**config.mk**
```make
export PLATFORM = sky130hd
export DESIGN_NAME = vcf_snp_genotype_extractor_top
export DESIGN_NICKNAME = d
export VERILOG_FILES = /design/src/vsge_pkg.sv /design/src/vcf_snp_genotype_extractor_top.sv
export SDC_FILE = /design/constraint.sdc
export NUM_CORES = 1
export LEC_CHECK = 0
export ABC_AREA = 1
export BUFFER_PORTS_ARGS = -buffer_cell sky130_fd_sc_hd__buf_4
export CORE_MARGIN = 10
export CORE_UTILIZATION = 55
export CTS_CLUSTER_SIZE = 10
export DETAILED_ROUTE_END_ITERATION = 10
export PLACE_DENSITY = 0.77
export SYNTH_ARGS = -nofsm -noshare
export SYNTH_HDL_FRONTEND = slang
export SYNTH_SLANG_ARGS = --single-unit
```
**constraint.sdc**
```tcl
create_clock -name aclk -period 5.35 [get_ports aclk]
set_clock_uncertainty 0.2 [all_clocks]
set_input_delay 1.07 -clock aclk [delete_from_list [all_inputs] [get_ports aclk]]
set_output_delay 1.07 -clock aclk [all_outputs]
set_load 0.05 [all_outputs]
```
**src/vsge_pkg.sv**
```systemverilog
// Package for the VCF SNP genotype extractor: constants, types and the base code table.
`timescale 1ns / 1ps

package vsge_pkg;

    localparam int unsigned MAX_SAMPLES = 1024;
    localparam int unsigned NAME_BYTES  = 8;
    localparam int unsigned POS_BITS    = 32;

    localparam int unsigned CFG_INDEX_BITS = 8;
    localparam int unsigned CFG_DATA_BITS  = 32;

    localparam logic [CFG_INDEX_BITS-1:0] REG_HEADER_BYTES = CFG_INDEX_BITS'(0);
    localparam logic [CFG_INDEX_BITS-1:0] REG_SAMPLE_INDEX = CFG_INDEX_BITS'(1);

    localparam logic [10:0] FIELD_SAT      = 11'd2047;
    localparam logic [10:0] FIELD_CHROM    = 11'd0;
    localparam logic [10:0] FIELD_POS      = 11'd1;
    localparam logic [10:0] FIELD_REF      = 11'd3;
    localparam logic [10:0] FIELD_ALT      = 11'd4;
    localparam logic [11:0] SAMPLE_FIELD0  = 12'd8;

    localparam logic [7:0] CHAR_LF       = 8'h0a;
    localparam logic [7:0] CHAR_TAB      = 8'h09;
    localparam logic [7:0] CHAR_ZERO     = 8'h30;
    localparam logic [7:0] CHAR_ONE      = 8'h31;
    localparam logic [7:0] DIGIT_BIAS    = 8'd48;
    localparam logic [7:0] HET_MASK      = 8'hf7;
    localparam logic [7:0] OFFSET_SAT    = 8'd255;
    localparam logic [7:0] GT_SECOND_OFF = 8'd2;

    typedef logic [7:0]          byte_t;
    typedef logic [POS_BITS-1:0] pos_t;

    typedef struct packed {
        logic [10:0] field_number;
        byte_t       field_offset;
        logic [63:0] name_shift;
        byte_t       name_len;
        pos_t        position_acc;
        byte_t       ref_base;
        byte_t       alt_base;
        logic        ref_single;
        logic        alt_single;
        byte_t       allele_first;
        byte_t       allele_second;
    } line_state_t;

    function automatic byte_t base_code_of(byte_t c);
        byte_t u;
        byte_t code;
        u = c;
        if (c >= 8'h61 && c <= 8'h7a) begin
            u = c - 8'h20;
        end
        case (u)
            8'h41:   code = 8'h88; // A
            8'h42:   code = 8'h70; // B
            8'h43:   code = 8'h28; // C
            8'h44:   code = 8'hd0; // D
            8'h47:   code = 8'h48; // G
            8'h48:   code = 8'hb0; // H
            8'h4b:   code = 8'h50; // K
            8'h4d:   code = 8'ha0; // M
            8'h4e:   code = 8'hf0; // N
            8'h52:   code = 8'hc0; // R
            8'h53:   code = 8'h60; // S
            8'h54:   code = 8'h18; // T
            8'h56:   code = 8'he0; // V
            8'h57:   code = 8'h90; // W
            8'h59:   code = 8'h30; // Y
            8'h2d:   code = 8'h04; // gap
            8'h3f:   code = 8'h02; // unknown
            default: code = 8'h00;
        endcase
        return code;
    endfunction

endpackage

```
**src/vcf_snp_genotype_extractor_top.sv**
```systemverilog
// Top level of the VCF SNP genotype extractor: byte parser, line state and result register.
// A result is registered: it appears on m_valid in the cycle after the transaction carrying the closing byte.
// Throughput: one byte per cycle; the only stall is a held result in the output register.
// Header bytes are counted off at the same rate and produce nothing.
// Reset (aresetn low, synchronous): line state and header counter cleared, header_bytes 0,
// sample_index 1, output empty. No clearing pass.
`timescale 1ns / 1ps

module vcf_snp_genotype_extractor_top (
    input  logic                                  aclk,
    input  logic                                  aresetn,
    input  logic                                  s_valid,
    output logic                                  s_ready,
    input  logic [7:0]                            s_data_byte,
    input  logic                                  s_end_of_data,
    output logic                                  m_valid,
    input  logic                                  m_ready,
    output logic [63:0]                           m_chrom_name,
    output logic [7:0]                            m_name_length,
    output logic [31:0]                           m_seq_address,
    output logic [7:0]                            m_base_code,
    input  logic                                  cfg_valid,
    output logic                                  cfg_ready,
    input  logic [vsge_pkg::CFG_INDEX_BITS-1:0]   cfg_index,
    input  logic [vsge_pkg::CFG_DATA_BITS-1:0]    cfg_data
);

    logic [31:0]           header_bytes_reg;
    logic [10:0]           sample_index_reg;
    logic [31:0]           skip_count_reg, skip_count_next;
    vsge_pkg::line_state_t line_reg, line_next, upd;

    logic                  m_valid_reg, m_valid_next;
    logic [63:0]           chrom_name_reg;
    logic [7:0]            name_length_reg;
    logic [31:0]           seq_address_reg;
    logic [7:0]            base_code_reg;

    logic                  accept;
    logic                  skipping;
    logic                  is_lf, is_tab, close_now, emit;
    logic [11:0]           target;
    logic                  target_ok;
    logic                  hom_ref, hom_alt;
    logic [7:0]            code;
    vsge_pkg::pos_t        pos_minus_one;

    assign s_ready   = !m_valid_reg || m_ready;
    assign cfg_ready = 1'b1;
    assign accept    = s_valid && s_ready;
    assign skipping  = skip_count_reg < header_bytes_reg;
    assign is_lf     = s_data_byte == vsge_pkg::CHAR_LF;
    assign is_tab    = s_data_byte == vsge_pkg::CHAR_TAB;

    assign target    = {1'b0, sample_index_reg} + vsge_pkg::SAMPLE_FIELD0;
    assign target_ok = sample_index_reg != 11'd0
                    && 32'(sample_index_reg) <= 32'(vsge_pkg::MAX_SAMPLES)
                    && target < {1'b0, vsge_pkg::FIELD_SAT};

    // state after the byte, before any line close
    always_comb begin
        upd = line_reg;
        if (is_tab) begin
            if (line_reg.field_number == vsge_pkg::FIELD_REF) begin
                upd.ref_single = line_reg.field_offset == 8'd1;
            end
            if (line_reg.field_number == vsge_pkg::FIELD_ALT) begin
                upd.alt_single = line_reg.field_offset == 8'd1;
            end
            if (line_reg.field_number != vsge_pkg::FIELD_SAT) begin
                upd.field_number = line_reg.field_number + 11'd1;
            end
            upd.field_offset = 8'd0;
        end else if (!is_lf) begin
            unique case (line_reg.field_number)
                vsge_pkg::FIELD_CHROM: begin
                    for (int i = 0; i < int'(vsge_pkg::NAME_BYTES); i++) begin
                        if (line_reg.field_offset == 8'(i)) begin
                            upd.name_shift[63-8*i -: 8] = line_reg.name_shift[63-8*i -: 8]
                                                        | s_data_byte;
                        end
                    end
                    if (line_reg.name_len != vsge_pkg::OFFSET_SAT) begin
                        upd.name_len = line_reg.name_len + 8'd1;
                    end
                end
                vsge_pkg::FIELD_POS: begin
                    upd.position_acc = (line_reg.position_acc << 3)
                                     + (line_reg.position_acc << 1)
                                     + vsge_pkg::pos_t'(s_data_byte)
                                     - vsge_pkg::pos_t'(vsge_pkg::DIGIT_BIAS);
                end
                vsge_pkg::FIELD_REF: begin
                    if (line_reg.field_offset == 8'd0) begin
                        upd.ref_base = s_data_byte;
                    end
                end
                vsge_pkg::FIELD_ALT: begin
                    if (line_reg.field_offset == 8'd0) begin
                        upd.alt_base = s_data_byte;
                    end
                end
                default: ;
            endcase
            if (target_ok && line_reg.field_number == target[10:0]) begin
                if (line_reg.field_offset == 8'd0) begin
                    upd.allele_first = s_data_byte;
                end else if (line_reg.field_offset == vsge_pkg::GT_SECOND_OFF) begin
                    upd.allele_second = s_data_byte;
                end
            end
            if (line_reg.field_offset != vsge_pkg::OFFSET_SAT) begin
                upd.field_offset = line_reg.field_offset + 8'd1;
            end
        end
    end

    assign hom_ref = upd.allele_first == vsge_pkg::CHAR_ZERO
                  && upd.allele_second == vsge_pkg::CHAR_ZERO;
    assign hom_alt = upd.allele_first == vsge_pkg::CHAR_ONE
                  && upd.allele_second == vsge_pkg::CHAR_ONE;
    assign code    = hom_alt ? vsge_pkg::base_code_of(upd.alt_base)
                   : ((vsge_pkg::base_code_of(upd.ref_base)
                       | vsge_pkg::base_code_of(upd.alt_base)) & vsge_pkg::HET_MASK);
    assign pos_minus_one = upd.position_acc - vsge_pkg::pos_t'(1);

    assign close_now = accept && !skipping && (is_lf || s_end_of_data);
    assign emit      = close_now && upd.ref_single && upd.alt_single && !hom_ref;

    always_comb begin
        skip_count_next = skip_count_reg;
        line_next       = line_reg;
        if (accept) begin
            if (skipping) begin
                skip_count_next = skip_count_reg + 32'd1;
            end else if (close_now) begin
                line_next = '0;
            end else begin
                line_next = upd;
            end
        end
        if (emit) begin
            m_valid_next = 1'b1;
        end else if (m_ready) begin
            m_valid_next = 1'b0;
        end else begin
            m_valid_next = m_valid_reg;
        end
    end

    always_ff @(posedge aclk) begin
        if (!aresetn) begin
            header_bytes_reg <= 32'd0;
            sample_index_reg <= 11'd1;
            skip_count_reg   <= 32'd0;
            line_reg         <= '0;
            m_valid_reg      <= 1'b0;
        end else begin
            skip_count_reg <= skip_count_next;
            line_reg       <= line_next;
            m_valid_reg    <= m_valid_next;
            if (cfg_valid) begin
                unique case (cfg_index)
                    vsge_pkg::REG_HEADER_BYTES: header_bytes_reg <= cfg_data[31:0];
                    vsge_pkg::REG_SAMPLE_INDEX: sample_index_reg <= cfg_data[10:0];
                    default: ;
                endcase
            end
        end
    end

    always_ff @(posedge aclk) begin
        if (emit) begin
            chrom_name_reg  <= upd.name_shift;
            name_length_reg <= upd.name_len;
            seq_address_reg <= 32'(pos_minus_one);
            base_code_reg   <= code;
        end
    end

    assign m_valid       = m_valid_reg;
    assign m_chrom_name  = chrom_name_reg;
    assign m_name_length = name_length_reg;
    assign m_seq_address = seq_address_reg;
    assign m_base_code   = base_code_reg;

endmodule

```
==> Word-level counts from Yosys, hierarchy flattened <==
Cells that the tools add are included.
W data, S select, Z words.
{ "totals": {"ff_bits": 345, "input_bits": 54, "out_inout_bits": 115, "word_cells": 174} }
{ "op_classes": {"add_sub_neg": 11, "magnitude_cmp": 7, "n_eq_ne": 56, "mux": 38, "bitwise_logic": 10, "n_reduce_logical": 32} }
{ "ops": {"columns": ["op", "count"], "rows": [
  ["$pmux W8 S17", 2],
  ["$eq A8 B7 Y1 const B", 30],
  ["$mux W8", 21],
  ["$mux W157", 1],
  ["$mux W128", 1],
  ["$mux W120", 1],
  ["$mux W72", 1],
  ["$or A8 B8 Y8", 9],
  ["$eq A8 B6 Y1 const B", 8],
  ["$mux W16", 3],
  ["$add A32 B1 Y32 const B", 1],
  ["$add A32 B32 Y32", 1],
  ["$add A32 B8 Y32", 1],
  ["$eq A8 B3 Y1 const B", 4],
  ["$lt A32 B32 Y1", 1],
  ["$mux W32", 1],
  ["$sub A32 B1 Y32 const B", 1],
  ["$sub A32 B6 Y32 const B", 1],
  ["$mux W11", 2],
  ["$add A8 B1 Y8 const B", 2],
  ["$eq A8 B1 Y1 const B", 2],
  ["$eq A8 B2 Y1 const B", 2],
  ["$eq A8 B4 Y1 const B", 2],
  ["$ge A8 B7 Y1 const B", 2],
  ["26 further kinds", 54]
]} }

==> Longest topological paths before layout <==
Gate-level depths: netlist of run 1.
{ "logic_depth": {"word_depth": 13, "depth_mapped": 28, "depth_no_buf": 27} }

==> Worst setup path before layout of run 1 <==
No wires, ideal clock.
{ "synth_path": {"path_kind": "input to register", "start": "in s_data_byte[7]", "end": "reg base_code_reg[1], in the netlist m_base_code[1], enable pin", "setup_time_ns": 0.465, "arrival_ns": 4.993, "required_ns": 4.685, "path_slack_ns": -0.308, "stages": 17, "path_buffers": 3, "cell_sequence": "buf_4 > nor2_1 > nand2_2 > nor2_1 > nor2_2 > buf_4 > nand4_1 > nor2_1 > nand4_1 > buf_2 > o21ai_0 > nor2_1 > nand2_1 > nor2_1 > nand2_1 > nand2_1 > inv_1"} }
{ "synth_via": {"elab_chain_cells": 9, "elab_cells_between_ends": 18, "cone_classes": "4 x eq/ne; 7 x mux; 7 x reduce/logical"} }
{ "synth_lines": {"columns": ["item", "line", "source"], "rows": [
  ["start: declaration", "vcf_snp_genotype_extractor_top.sv:14", "input logic [7:0] s_data_byte,"],
  ["$mux W8", "vcf_snp_genotype_extractor_top.sv:108", "end else if (line_reg.field_offset == vsge_pkg::GT_SECOND_OFF) begin"],
  ["$mux W8", "vcf_snp_genotype_extractor_top.sv:106", "if (line_reg.field_offset == 8'd0) begin"],
  ["$mux W16", "vcf_snp_genotype_extractor_top.sv:105", "if (target_ok && line_reg.field_number == target[10:0]) begin"],
  ["$mux W16", "vcf_snp_genotype_extractor_top.sv:74", "end else if (!is_lf) begin"],
  ["$mux W16", "vcf_snp_genotype_extractor_top.sv:63", "if (is_tab) begin"],
  ["$eq A8 B6 Y1", "vcf_snp_genotype_extractor_top.sv:119", "&& upd.allele_second == vsge_pkg::CHAR_ZERO;"],
  ["$logic_and A1 B1 Y1", "vcf_snp_genotype_extractor_top.sv:119", null],
  ["$logic_not A1 Y1", "vcf_snp_genotype_extractor_top.sv:128", "assign emit = close_now && upd.ref_single && upd.alt_single && !hom_ref;"],
  ["$logic_and A1 B1 Y1 *", "vcf_snp_genotype_extractor_top.sv:128", null],
  ["net emit", "vcf_snp_genotype_extractor_top.sv:41", "logic is_lf, is_tab, close_now, emit;"],
  ["end signal: assignment", "vcf_snp_genotype_extractor_top.sv:177", "base_code_reg <= code;"],
  ["end: declaration", "vcf_snp_genotype_extractor_top.sv:37", "logic [7:0] base_code_reg;"]
]} }
The timed path passes the listed nets; every way through them passes the cells marked *.
A chain may end at the register's enable or synchronous reset.

==> Final worst setup path of run 1 <==
{ "layout_path": {"start": "in s_data_byte[3]", "end": "reg seq_address_reg[20], in the netlist m_seq_address[20] (data pin)"} }
{ "layout_via": {"elab_chain_cells": 6, "elab_cells_between_ends": 8, "cone_classes": "3 x add/sub; 2 x eq/ne; 3 x mux"} }
{ "layout_lines": {"columns": ["item", "line", "source"], "rows": [
  ["$add A32 B8 Y32", "vcf_snp_genotype_extractor_top.sv:90", "+ vsge_pkg::pos_t'(s_data_byte)"],
  ["$sub A32 B6 Y32", "vcf_snp_genotype_extractor_top.sv:91", "- vsge_pkg::pos_t'(vsge_pkg::DIGIT_BIAS);"],
  ["$mux W32", "vcf_snp_genotype_extractor_top.sv:75", "unique case (line_reg.field_number)"],
  ["$mux W128", "vcf_snp_genotype_extractor_top.sv:74", null],
  ["$mux W120 *", "vcf_snp_genotype_extractor_top.sv:63", null],
  ["$sub A32 B1 Y32 *", "vcf_snp_genotype_extractor_top.sv:125", "assign pos_minus_one = upd.position_acc - vsge_pkg::pos_t'(1);"],
  ["net pos_minus_one[20]", "vcf_snp_genotype_extractor_top.sv:46", "vsge_pkg::pos_t pos_minus_one;"],
  ["end signal: assignment", "vcf_snp_genotype_extractor_top.sv:176", "seq_address_reg <= 32'(pos_minus_one);"],
  ["end: declaration", "vcf_snp_genotype_extractor_top.sv:36", "logic [31:0] seq_address_reg;"]
]} }
The timed path passes the listed nets; every way through them passes the cells marked *. The select of a mux whose other input is x is not followed.

==> results of run 1 <==
power groups by stage:
stage | clock network [uW] | registers [uW] | logic (uW)
floorplan | 0 | 2760 | 265
global placement | 0 | 2770 | 396
detailed placement | 0 | 2770 | 404
CTS | 2600 | 2710 | 405
global route | 2700 | 2710 | 451
finish | 2560 | 2710 | 413
cell type report:
cell class	instances	share of cell area
clock buffers	65	0.0487
well taps	468	0.0253
multi-input cells	1851	0.439
clock inverters	4	0.00325
inverters	462	0.0753
flip-flops and latches	344	0.346
repair buffers	189	0.0625
cell usage in the layout (no fill, tap or decap), types with 11 or more instances in the layout:
cell	instances
inv_1	444
edfxtp_1	111
nand2_1	563
ha_1	126
o211ai_1	15
nor2_2	14
o21ai_2	11
nor3_1	45
o21ai_1	19
buf_4	187
a21oi_1	238
nand4_1	35
nand3_1	167
clkbuf_16	41
nand2_2	11
inv_2	12
xor2_1	66
nor2_1	264
xnor2_1	19
a211oi_1	33
o21ai_0	126
dfxtp_1	233
clkbuf_1	23
logic make-up after synthesis:
| group | after synthesis | share of synthesized area |
|---|---|---|
| xor gates and xnor gates | 85 | 0.0368 |
| other | 2 | 0.000371 |
| buffers and inverters | 545 | 0.105 |
| DFF | 344 | 0.395 |
| adders and majority gates | 132 | 0.0838 |
| muxes | 1 | 0.000494 |
| and+or+nand+nor | 1146 | 0.244 |
| AOI/OAI and AO/OA | 485 | 0.135 |
path summary, 6_finish.rpt:
check                                    start           endpoint  slack, ns  cells past startpoint
worst max-delay path            s_data_byte[3]  m_seq_address[20]       0.64                     21
worst min-delay path              line_reg[76]       line_reg[76]       0.25                      2
worst max register to register   line_reg[142]   m_chrom_name[49]       0.76                     15
worst min register to register    line_reg[76]       line_reg[76]       0.25                      2
worst max-delay path, stage by stage:
cell     delay, ns
buf_4         0.11
inv_2         0.08
fa_1          0.54
inv_1         0.05
ha_1          0.27
ha_1          0.18
inv_1         0.06
fa_1          0.39
inv_1         0.10
nand2_1       0.07
o21ai_0       0.29
xor2_1        0.24
nand2_1       0.09
o21ai_2       0.14
inv_2         0.10
nor2_1        0.14
nand3_1       0.15
nor3_2        0.29
and3_1        0.26
xor2_1        0.16
inv_1         0.05
metal layers:
| layer | up-vias | share of wire |
|---|---|---|
| met2 | 703 | 0.46 |
| li1 | 9212 | - |
| met3 | 89 | 0.078 |
| met1 | 8698 | 0.45 |
| met4 | 4 | 0.018 |
| met5 | - | 0.00046 |
per-stage QoR:
step	utilization	cell area, sq um	cells	worst slack (ns)
6_report	0.634	23100	3383	0.643
5_1_grt	0.634	23100	3383	0.371
4_1_cts	0.634	23100	3383	0.691
3_5_place_dp	0.601	21900	3314	0.107
3_3_place_gp	0.601	21900	3314	0.233
2_1_floorplan	-	20300	2740	0.226
==> metrics.txt, run 1 <==
status completed; Period Utilization, post-route 0.880; internal power 4260 uW; area growth from synthesis to layout 14.1%; crit path kind input port to register; vias in the first global route 17928; Cell Rows 70; post-synth top area share 0.230; setup TNS 0 ns; nets 3075; leakage power 0.0102 uW; area leader, netlist dfxtp_1; area of the multi-input gates 0.0101 sq mm; first-pass GRT wire length 90300 um; Fillers 3219; initial antenna violation count 2; post-DR wirelength/cell 16.6 um; register area 0.00800 sq mm; CP Capture Type register; Die ar. 0.0449 sq mm; Synth Warn # 0; Pre-antenna DRT Iters 6; Slew Viols, Final 0; critical path data required time 5.48 ns; average cell area after synthesis 7.39 sq um; max cap viols 0; Synth area leaders dfxtp_1, edfxtp_1, nand2_1; actual slew at the worst max-slew pin 1.02 ns; CTS buffer count 41; IO buf count 166; number of synthesized flops with an enable pin 111; M2 GR Usage 0.399; critical path peak fanout 5; max frequency 212 MHz; Seq/Total Area, Yosys 0.395; Clock Sinks 344; power per cell area 246 mW/mm^2; largest net degree at the start of global routing 75; Final HPWL DP 42000 um; layer with the highest usage met2; Main synth FF type dfxtp_1; Final setup violation count 0; max reg flops 157; Die H 212 um; DRT Wirelength 56100 um; Global Route met1 Usage 0.331; Final Critical Period 4.71 ns; CP Launch Type input port; switching power 1420 uW; most frequent cells after synthesis nand2_1, inv_1, nor2_1; Initial Util 0.556; core area 0.0364 sq mm; CTS tree yes; Fin. Hold Viols 0; post-CTS setup buffer count 0; sequential group share of total power 0.477; worst-skew pair later-pin latency 0.58 ns; clk root buf clkbuf_16; GR Util met3 0.0433; H-tree depth 2; post-synth net total 2926; Fin Hold WS 0.250 ns; power share of the clock group 0.451; die width 212 um; GPL Wtd Cong 0.954; DR DRC count 0; RSZ-0062 raised after global routing no; Hold Path Class register to register; GRT Util Overall 0.245; fraction of registers with async set/reset 0; relative slew slack 0.321; grt ovf 0; initial DRC count 1570; Top-Level Pins 169; total power 5690 uW; Max VDD drop 0.000186 V; CP Data Arrival Time 4.83 ns; Comb pwr share 0.073; Synth Instances 2740; diode count 0; Vias per Instance 5.53; switching part of the total power 0.251; CTS resizes 0; clk slew on worst S/H paths 0.06 ns; post-synthesis register bit count 344; Unique masters post-synth 58; # hold bufs at CTS 0; layout cells sized above 1 0.106; most numerous cell in the Yosys netlist nand2_1; vias 18706; ANT nets after route 0; CTS max path bufs 3; Syn Std Cell Area 0.0203 sq mm
(Power assumes the default switching activity.)
==> run 2, diff against run 1 <==
--- a/config.mk
+++ b/config.mk
@@ -6,7 +6,7 @@
 export NUM_CORES = 1
 export LEC_CHECK = 0
 export ABC_AREA = 1
-export BUFFER_PORTS_ARGS = -buffer_cell sky130_fd_sc_hd__buf_4
+export BUFFER_PORTS_ARGS = -buffer_cell sky130_fd_sc_hd__buf_2
 export CORE_MARGIN = 10
 export CORE_UTILIZATION = 55
 export CTS_CLUSTER_SIZE = 10
==> metrics.txt, run 2 (synthesis gave the netlist of run 1 again) <==
internal power 4280 uW; critical path peak fanout 4; max cap viols 0; DRT Wirelength 55400 um; Final HPWL DP 41500 um; GPL Wtd Cong 0.947; Hold Path Class register to register; power per cell area 250 mW/mm^2; Max VDD drop 0.000227 V; Clock Sinks 344; min-delay src line_reg[115]; Initial Util 0.556; largest net degree at the start of global routing 71; Fin. Hold Viols 0; switching power 1410 uW; Period Utilization, post-route 0.862; power share of the clock group 0.453; switching part of the total power 0.248; Vias per Instance 5.49; CP Capture Type register; WP buf/inv 5; die width 212 um; CTS resizes 0; nets 3083; cell family with most CP delay adder cells; actual slew at the worst max-slew pin 1.02 ns; total power 5690 uW; diode count 0; first-pass GRT wire length 89500 um; Fin Hold WS 0.249 ns; area growth from synthesis to layout 12.6%; slowest CP cell fa_1; Top-Level Pins 169; GRT Util Overall 0.242; ANT nets after route 0; most frequent cells in the layout nand2_1, inv_1, nor2_1; critical path data required time 5.47 ns; Final setup violation count 0; Cell Rows 70; vias 18628; initial antenna violation count 1; DR DRC count 0; clk slew on worst S/H paths 0.05 ns; sequential group share of total power 0.476; CP Data Arrival Time 4.73 ns; post-route cell area 0.0228 sq mm; post-CTS setup buffer count 0; initial DRC count 1485; leakage power 0.0101 uW; CTS tree yes; Die ar. 0.0449 sq mm; CTS max path bufs 3; Post-DP Area 0.0216 sq mm; setup TNS 0 ns; reg2reg start line_reg[142]; CP Launch Type input port; Die H 212 um; Comb pwr share 0.071; Final Critical Period 4.61 ns; IO buf count 166; clk root buf clkbuf_16; Most common cell on crit path nand2_1; relative slew slack 0.319; CTS buffer count 41; max frequency 217 MHz; Slew Viols, Final 0; status completed; worst-skew pair later-pin latency 0.57 ns; H-tree depth 2; # hold bufs at CTS 0; RSZ-0062 raised after global routing no; most common cell after layout, fill and taps aside nand2_1; core area 0.0364 sq mm; crit path kind input port to register; max reg flops 157; CP max stage delay 0.53 ns; vias in the first global route 17732; Pre-antenna DRT Iters 5; Critical Path Start s_data_byte[3]; layout cells sized above 1 0.109; grt ovf 0; post-DR wirelength/cell 16.3 um
-- run 2: cell count changes in the layout (fill, tap and decap cells not counted), sizes merged --
cell    delta
inv        -1
clkbuf     +1
clkinv     +1
buf        +8
-- run 2: per-layer routing --
layer,vias to the layer above,global-route usage,wire length (um)
met5,-,0,9
met4,2,0.0803,1450
li1,9233,-,-
met3,105,0.0377,4200
met1,8609,0.330,25000
met2,679,0.384,24700
-- run 2: area by class of cell --
type                       count  area (sq um)
timing repair buffer         197          1110
sequential                   344          8000
tap                          468           586
inverter                     462          1740
clock inverter                 4          71.3
clock buffer                  66          1150
fill                        3255         13600
multi-input combinational   1851         10100
-- run 2: path summary, 6_finish.rpt --
kind	slack [ns]	cells after the start	end
worst max register to register	0.84	13	m_seq_address[20]
worst max-delay path	0.74	25	m_seq_address[30]
worst min-delay path	0.25	2	line_reg[115]
worst min register to register	0.25	2	line_reg[115]
-- run 2: worst min-delay path: stages, from the launching register on --
cell and delay (ns):
dfxtp_1 0.29, inv_1 0.05, a21oi_1 0.06
-- run 2: power groups by stage --
stage	Combinational, uW	Sequential (uW)	Clock [uW]
after floorplan	265	2760	0
after global placement	387	2770	0
after detailed placement	395	2770	0
after CTS	396	2710	2620
after global routing	443	2710	2710
final	404	2710	2580
-- run 2: through the flow --
step                setup slack (ns)   util  cells
CTS                            0.782  0.626   3392
floorplan                      0.226      -   2740
global placement               0.232  0.592   3322
global route                   0.363  0.626   3392
detailed placement             0.185  0.592   3322
finish                         0.737  0.626   3392
